==> src/hw/rtl/hmm_viterbi_scorer_defines.svh <==
// assertion macros for the hmm viterbi scorer
`ifndef HMM_VITERBI_SCORER_DEFINES_SVH
`define HMM_VITERBI_SCORER_DEFINES_SVH
`ifndef SYNTHESIS
`define HVS_ASSERT(label, clk, rst_n, prop) \
	label: assert property (@(posedge clk) disable iff (!rst_n) (prop)) else $error("assertion failed");
`define HVS_ASSERT_NEVER(label, clk, rst_n, cond) \
	label: assert property (@(posedge clk) disable iff (!rst_n) !(cond)) else $error("never");
`else
`define HVS_ASSERT(label, clk, rst_n, prop)
`define HVS_ASSERT_NEVER(label, clk, rst_n, cond)
`endif
`endif

==> src/hw/rtl/hvs_pkg.sv <==
// package with shared types and constants of the hmm viterbi scorer
`timescale 1ns / 1ps
package hvs_pkg;
	localparam int MAX_STATES    = 8;
	localparam int CODEBOOK_SIZE = 32;

	localparam logic [1:0] FUNC_TRANS = 2'd0;
	localparam logic [1:0] FUNC_EMIT  = 2'd1;
	localparam logic [1:0] FUNC_INIT  = 2'd2;
	localparam logic [1:0] FUNC_OBS   = 2'd3;
	localparam logic signed [31:0] NEG_INF = 32'sh8000_0000;
	localparam logic signed [31:0] POS_MAX = 32'sh7fff_ffff;

	typedef struct packed {
		logic [1:0]  func;
		logic [2:0]  row_state;
		logic [2:0]  col_state;
		logic [4:0]  symbol;
		logic [15:0] log_value;
		logic        first;
		logic        last;
	} item_t;

	function automatic logic signed [31:0] q88_to_score(input logic [15:0] raw);
		if (raw == 16'h8000) begin
			return NEG_INF;
		end
		return {{16{raw[15]}}, raw};
	endfunction

	function automatic logic signed [31:0] sat_add(input logic signed [31:0] a,
		input logic signed [31:0] b);
		logic signed [32:0] s;
		s = {a[31], a} + {b[31], b};
		if (a == NEG_INF || b == NEG_INF) begin
			return NEG_INF;
		end
		if (s > 33'sh0_7fff_ffff) begin
			return POS_MAX;
		end
		if (s < -33'sh0_8000_0000) begin
			return NEG_INF;
		end
		return s[31:0];
	endfunction
endpackage

==> src/hw/rtl/hvs_front.sv <==
// front end: input queue of accepted transactions
`timescale 1ns / 1ps
module hvs_front (
	input  logic           clk,
	input  logic           arst_n,
	input  logic           push,
	output logic           full,
	input  hvs_pkg::item_t in_item,
	output logic           q_valid,
	input  logic           q_take,
	output hvs_pkg::item_t q_item
);
	hvs_pkg::item_t mem_q [2];
	logic wp_q, rp_q;
	logic [1:0] cnt_q;
	logic do_push, do_pop;

	assign full = (cnt_q == 2'd2);
	assign q_valid = (cnt_q != 2'd0);
	assign q_item = mem_q[rp_q];
	assign do_push = push && !full;
	assign do_pop = q_take && q_valid;

	always_ff @(posedge clk) begin
		if (do_push) begin
			mem_q[wp_q] <= in_item;
		end
	end

	always_ff @(posedge clk or negedge arst_n) begin
		if (!arst_n) begin
			wp_q <= 1'b0;
			rp_q <= 1'b0;
			cnt_q <= 2'd0;
		end else begin
			if (do_push) begin
				wp_q <= ~wp_q;
			end
			if (do_pop) begin
				rp_q <= ~rp_q;
			end
			cnt_q <= cnt_q + {1'b0, do_push} - {1'b0, do_pop};
		end
	end
endmodule

==> config.mk <==
export PLATFORM = sky130hd
export DESIGN_NAME = hvs_front
export DESIGN_NICKNAME = d
export VERILOG_FILES = /design/src/hw/rtl/hmm_viterbi_scorer_defines.svh /design/src/hw/rtl/hvs_pkg.sv /design/src/hw/rtl/hvs_front.sv
export SDC_FILE = /design/constraint.sdc
export NUM_CORES = 1
export LEC_CHECK = 0
export BUFFER_PORTS_ARGS = -buffer_cell sky130_fd_sc_hd__buf_4
export CAP_MARGIN = 25
export CORE_MARGIN = 2
export CORE_UTILIZATION = 35
export DETAILED_ROUTE_END_ITERATION = 8
export GPL_TIMING_DRIVEN = 0
export MAX_ROUTING_LAYER = met4
export PLACE_DENSITY_LB_ADDON = 0.25
export RECOVER_POWER = 50
export SLEW_MARGIN = 0
export SYNTH_ARGS = -nofsm -noshare
export SYNTH_HDL_FRONTEND = slang
export SYNTH_SLANG_ARGS = --single-unit
==> constraint.sdc <==
create_clock -name clk -period 2.7 [get_ports clk]
set_clock_uncertainty 0.15 [all_clocks]
set_input_delay 0.405 -clock clk [delete_from_list [all_inputs] [get_ports clk]]
set_output_delay 0.405 -clock clk [all_outputs]
set_load 0.05 [all_outputs]
# Word level (Yosys, flattened, before mapping)
# Memories as Yosys holds them, arrays and structs flattened.
# Index checks and enable logic that the tools add are counted.
# W data, S select, Z words.
# classes
n_mux	2
add_sub_neg	2
reduce_logical	4
bitwise_logic	2
n_eq_ne	1
# ops
op	n
$add A2 B1 Y2	1
$eq A2 B2 Y1 const B	1
$logic_and A1 B1 Y1	2
$mux W1	2
$not A1 Y1	2
$reduce_bool A2 Y1	1
$sub A2 B1 Y2	1
$logic_not A1 Y1	1
# word_totals
in_bits	35
mem_bits_rw	62
memories	1
ff_bits	4
# memory_table
memory	words	word_bits	rd	rd_ports_with_merged_regs	wr	line	rtl
mem_q	2	31	1	0	1	hvs_front.sv:13	hvs_pkg::item_t mem_q [2];

# Depth between registers and ports, before layout
# logic_depth
ltp_word	5
mapped_depth	7
mapped_depth_nobuf	7

# Worst setup path after synthesis
# OpenSTA, ideal clock, no wires.
# synth_timing
path_kind	register to register
from	register cnt_q[1]
to	memory mem_q[0][0] (netlist name) (enable)
required_ns	2.131
t_arrival_ns	1.902
stages_incl_launch_ff	4
path_slack_ns	0.229
synth_period_minus_slack_ns	2.471
setup_time_ns	0.419
path_cell_list	dfrtp_1 -> nand2b_1 -> nand2_1 -> nor2_1
# synth_via
elab_chain_len	5
# synth_rtl
item	line	rtl
start, declared	hvs_front.sv:15	logic [1:0] cnt_q;
start signal, assigned	hvs_front.sv:42	cnt_q <= cnt_q + {1'b0, do_push} - {1'b0, do_pop};
$eq A2 B2 Y1	hvs_front.sv:18	assign full = (cnt_q == 2'd2);
$logic_not A1 Y1	hvs_front.sv:21	assign do_push = push && !full;
$logic_and A1 B1 Y1	hvs_front.sv:21	
$mux W1	hvs_front.sv:25	if (do_push) begin
$mux W1 (not written as such)	hvs_front.sv:26	mem_q[wp_q] <= in_item;
end, declared	hvs_front.sv:13	
# No other way between the ends.

==> impl_summary.md <==
Synth
Among all flip-flop cells after synthesis, the most frequent one is edfxtp_1. The post-synthesis cell area is around 0.0025 mm². The proportion of synthesized flip-flops having asynchronous set or reset is 0.0606. The most common cell in the synthesized netlist is edfxtp_1. The portion of synthesized cell area occupied by the leading cell type is 0.753. The commonest cells after synthesis are edfxtp_1, mux2_2, buf_6, dfrtp_1, mux2_4.

In this run the mean area of a mapped cell was 21.5 µm². Of all cell types, the one taking the most synthesized area is edfxtp_1. The number of nets handed over by synthesis was 152. The unique cell type count in the Yosys netlist is 15. By area the synthesized netlist is led by edfxtp_1, mux2_2, dfrtp_1. Of the synthesized area, sequential elements account for 0.793.

Synthesis produced a netlist whose cell count is between 100 and 150. In this run, synthesis inferred 62 flip-flops with an integrated enable. For this run, the number of Yosys warnings is 0. The count of state elements after synthesis is 66.

Route
After detailed routing, the average wire length per cell comes to 14.9 µm. The DRC violation count after routing is 0. The pre-antenna-repair detailed-routing pass consisted of 4 iterations. The count of nets left with antenna violations once routing finished came out at 0. The routed design has ~4400 µm of wire. For this block, the initial DRC count from the detailed router was 23.

Across all layers, the routed design uses between 1000 and 1500 vias. The via count normalized by instance count is 4.33.

Clocking
In this run the number of H-tree levels came out at 3. The clock net sink count is 66. Clock-pin slew was measured on the worst setup and hold paths at 0.07 ns.

The number of clock buffers added by TritonCTS is 9. The clock reaches the later pin of the worst-skew pair after 0.32 ns. The total of hold buffers inserted after clock tree synthesis is 1. TritonCTS built the clock tree. The tree is rooted in a clkbuf_8.

The maximum clock insertion buffer count is 2. After clock tree synthesis, the setup repair step added 0 buffers. Once the clock tree was built, the resizer swapped 0 gates to a different size.

Global routing
The first-pass GRT wire length is 6760 µm. The initial antenna violation count is 0. The total routing resource utilization after global routing is 0.125. The global-route congestion overflow total is 0. Entering global routing, the biggest net connects 32 pins. The via count of the first global-routing pass came to 1456.

STA
The fmax is 0.483 GHz. The accumulated negative setup slack is 0 ns. Setup repair after global routing left no endpoint under its margin. The max-slew violation count is 0.

In this run the tightest slew margin relative to its limit is 0.374. The worst path needs 2.07 ns of the cycle, external delays included. The final hold violation count is 0. Of the available clock period, the critical path in the final layout requires 0.767. After layout, the worst setup slack is 0.630 ns. For the pin with the worst max-slew slack, the measured transition is between 0.9 and 1 ns.

Setup violations remaining at the end of the flow were counted as 0.

Placement
The final weighted congestion of routability-driven global placement is roughly 0.66. The quantity of I/O buffers inserted on ports is 67. The HPWL after detailed placement is 2980 µm. Once placement completed, the tool counted placed cells totaling ~280. OpenSTA, run right after detailed placement, puts the worst setup slack at 0.685 ns.

Layout
The repair_antennas step left the layout with diodes totalling 0. Compared with the post-synthesis result, the final layout area differs by 32.9%. Across the whole layout, storage elements account for 0.00196 mm². The number of filler instances in the final layout is 621. The fraction of final layout cells with drive strength greater than 1 is 0.535. The utilization of the core after routing is 0.481. The post-layout instance count excluding filler cells is 296.

The final net count is about 230. Summing all multi-input logic gate instances after layout gives around 460 µm².

Critical path
The kind of launch point of the worst setup path is a register. The gate family responsible for the most delay along the worst path is buffers and inverters. In this run the worst path has a maximum fanout of 5. The launch point of the worst path is rp_q$_DFFE_PN0P_. At the worst endpoint, the required time is 2.14 ns.

The worst setup path is captured at an output pin. The cell with the largest stage delay on the worst path is clkbuf_1. The total buffers and inverters traversed by the critical path is 2. The classification of the worst setup path is register to output pin. The data arrival at the endpoint of the critical path is 1.51 ns. The startpoint identified for the worst register-to-register timing path is cnt_q[1]$_DFF_PN0_. The delay of the slowest cell on the worst path is 0.47 ns. Traced cell by cell, the critical path runs through buf_6 > mux2_2 > clkbuf_1.

Floorplan
The area of the die is 0.00776 mm². The number of top-level design ports is 68. The die height is around 88 µm. The core outline area is about 0.0068 mm².

For this configuration, the core starts out at a cell density of 0.362. The die span in x is 88.1 µm. After floorplanning, the core was divided into 30 placement rows.

Pwr
Of the total power, the clock network draws 0.185. Of the total power, the share spent switching nets is 0.401. The proportion of power drawn by flip-flops and latches is 0.355. Of the total power, combinational logic draws 0.459. For this design the total switching power over the nets is 0.00167 W.

Power spread over the standard cell area amounts to about 1300 mW/mm². IR analysis of the VDD net gives a maximum drop of 0.649 mV. The internal power consumption is around 0.0025 W. The leakage power total is 1.23 nW.

Min path
The hold path startpoint is in_item[4]. The path class of the tightest hold or removal check is input pin to register.

Flow run
The number of max-cap violations is 0.

Status
The flow ran to the end, and the final reports show no timing, DRC or antenna violations.
-- cells by family (layout without fill, tap and decap cells) --
group / Yosys count / count (layout) / share of synthesized area
xor gates and xnor gates: 4 / 4 / 0.0142
adders and majority gates: 2 / 2 / 0.0101
buffers and inverters: 6 / 91 / 0.0212
DFF: 66 / 66 / 0.793
muxes: 31 / 31 / 0.147
and+or+nand+nor: 6 / 6 / 0.0142
-- worst register-to-register path: stages, from the launching register on --
cell and delay (ns):
dfrtp_1 0.40, nand2b_1 0.13, and3_1 0.78, buf_16 0.24
-- final timing paths --
| kind | end | slack (ns) | depth (start not counted) |
|---|---|---|---|
| setup / recovery | q_item[0] | 0.63 | 3 |
| hold / removal | mem_q[0][4]$_DFFE_PP_ | 0.13 | 1 |
| setup reg to reg | mem_q[1][28]$_DFFE_PP_ | 0.70 | 3 |
| hold reg to reg | cnt_q[0]$_DFF_PN0_ | 0.38 | 1 |
| max in group asynchronous | wp_q$_DFFE_PN0N_ | 1.90 | 2 |
| min in group asynchronous | cnt_q[0]$_DFF_PN0_ | 0.30 | 2 |
-- flip-flops by register name, summed over array words and instances (netlist names) --
register	flops
cnt_q	2
mem_q	62
rp_q	1
wp_q	1
-- cell type report --
| type | instances | share of cell area |
|---|---|---|
| plain buffers | 4 | 0.0137 |
| clock buffers | 10 | 0.0388 |
| clock inverters | 6 | 0.0175 |
| inverters | 2 | 0.00228 |
| multi-input cells | 43 | 0.141 |
| flip-flops and latches | 66 | 0.597 |
| well taps | 96 | 0.0365 |
| repair buffers | 69 | 0.153 |
-- placed cells by master (no fill, tap or decap), drive strengths merged --
master       synthesis  final
edfxtp              62     62
mux2                31     31
ha                   2      2
clkinvlp             0      2
buf                  4     37
bufinv               0      1
nor2                 1      1
inv                  2      2
xnor2                3      3
and2                 1      1
nand2b               1      1
xor2                 1      1
or2                  1      1
dlygate4sd3          0      1
dfrtp                4      4
clkbuf               0     45
and3                 1      1
clkinv               0      3
nand2                1      1
-- routing by layer --
layer | track usage | vias to the layer above | routed length, µm
met3 | 0.0320 | 7 | 200
met2 | 0.225 | 37 | 2520
met4 | 0.0744 | 0 | 51
met1 | 0.120 | 633 | 1620
li1 | - | 604 | -
met5 | - | - | 0
-- stage by stage --
| step | total power, W | area (µm²) | hold slack [ns] |
|---|---|---|---|
| floorplan | 0.00290 | 2470 | -0.0406 |
| global placement | 0.00337 | 3100 | 0.0509 |
| detailed placement | 0.00346 | 3130 | 0.0563 |
| CTS | 0.00425 | 3330 | 0.0882 |
| global route | 0.00435 | 3290 | 0.112 |
| finish | 0.00416 | 3290 | 0.130 |
-- power by group through the flow --
stage	clock network, W	logic [W]	registers [W]
5_1_grt	0.000841	0.00201	0.00150
4_1_cts	0.000793	0.00197	0.00148
3_5_place_dp	0	0.00196	0.00150
6_report	0.000771	0.00191	0.00148
3_3_place_gp	0	0.00188	0.00149
2_1_floorplan	0	0.00142	0.00148
Power figures use the tool's default switching activity.
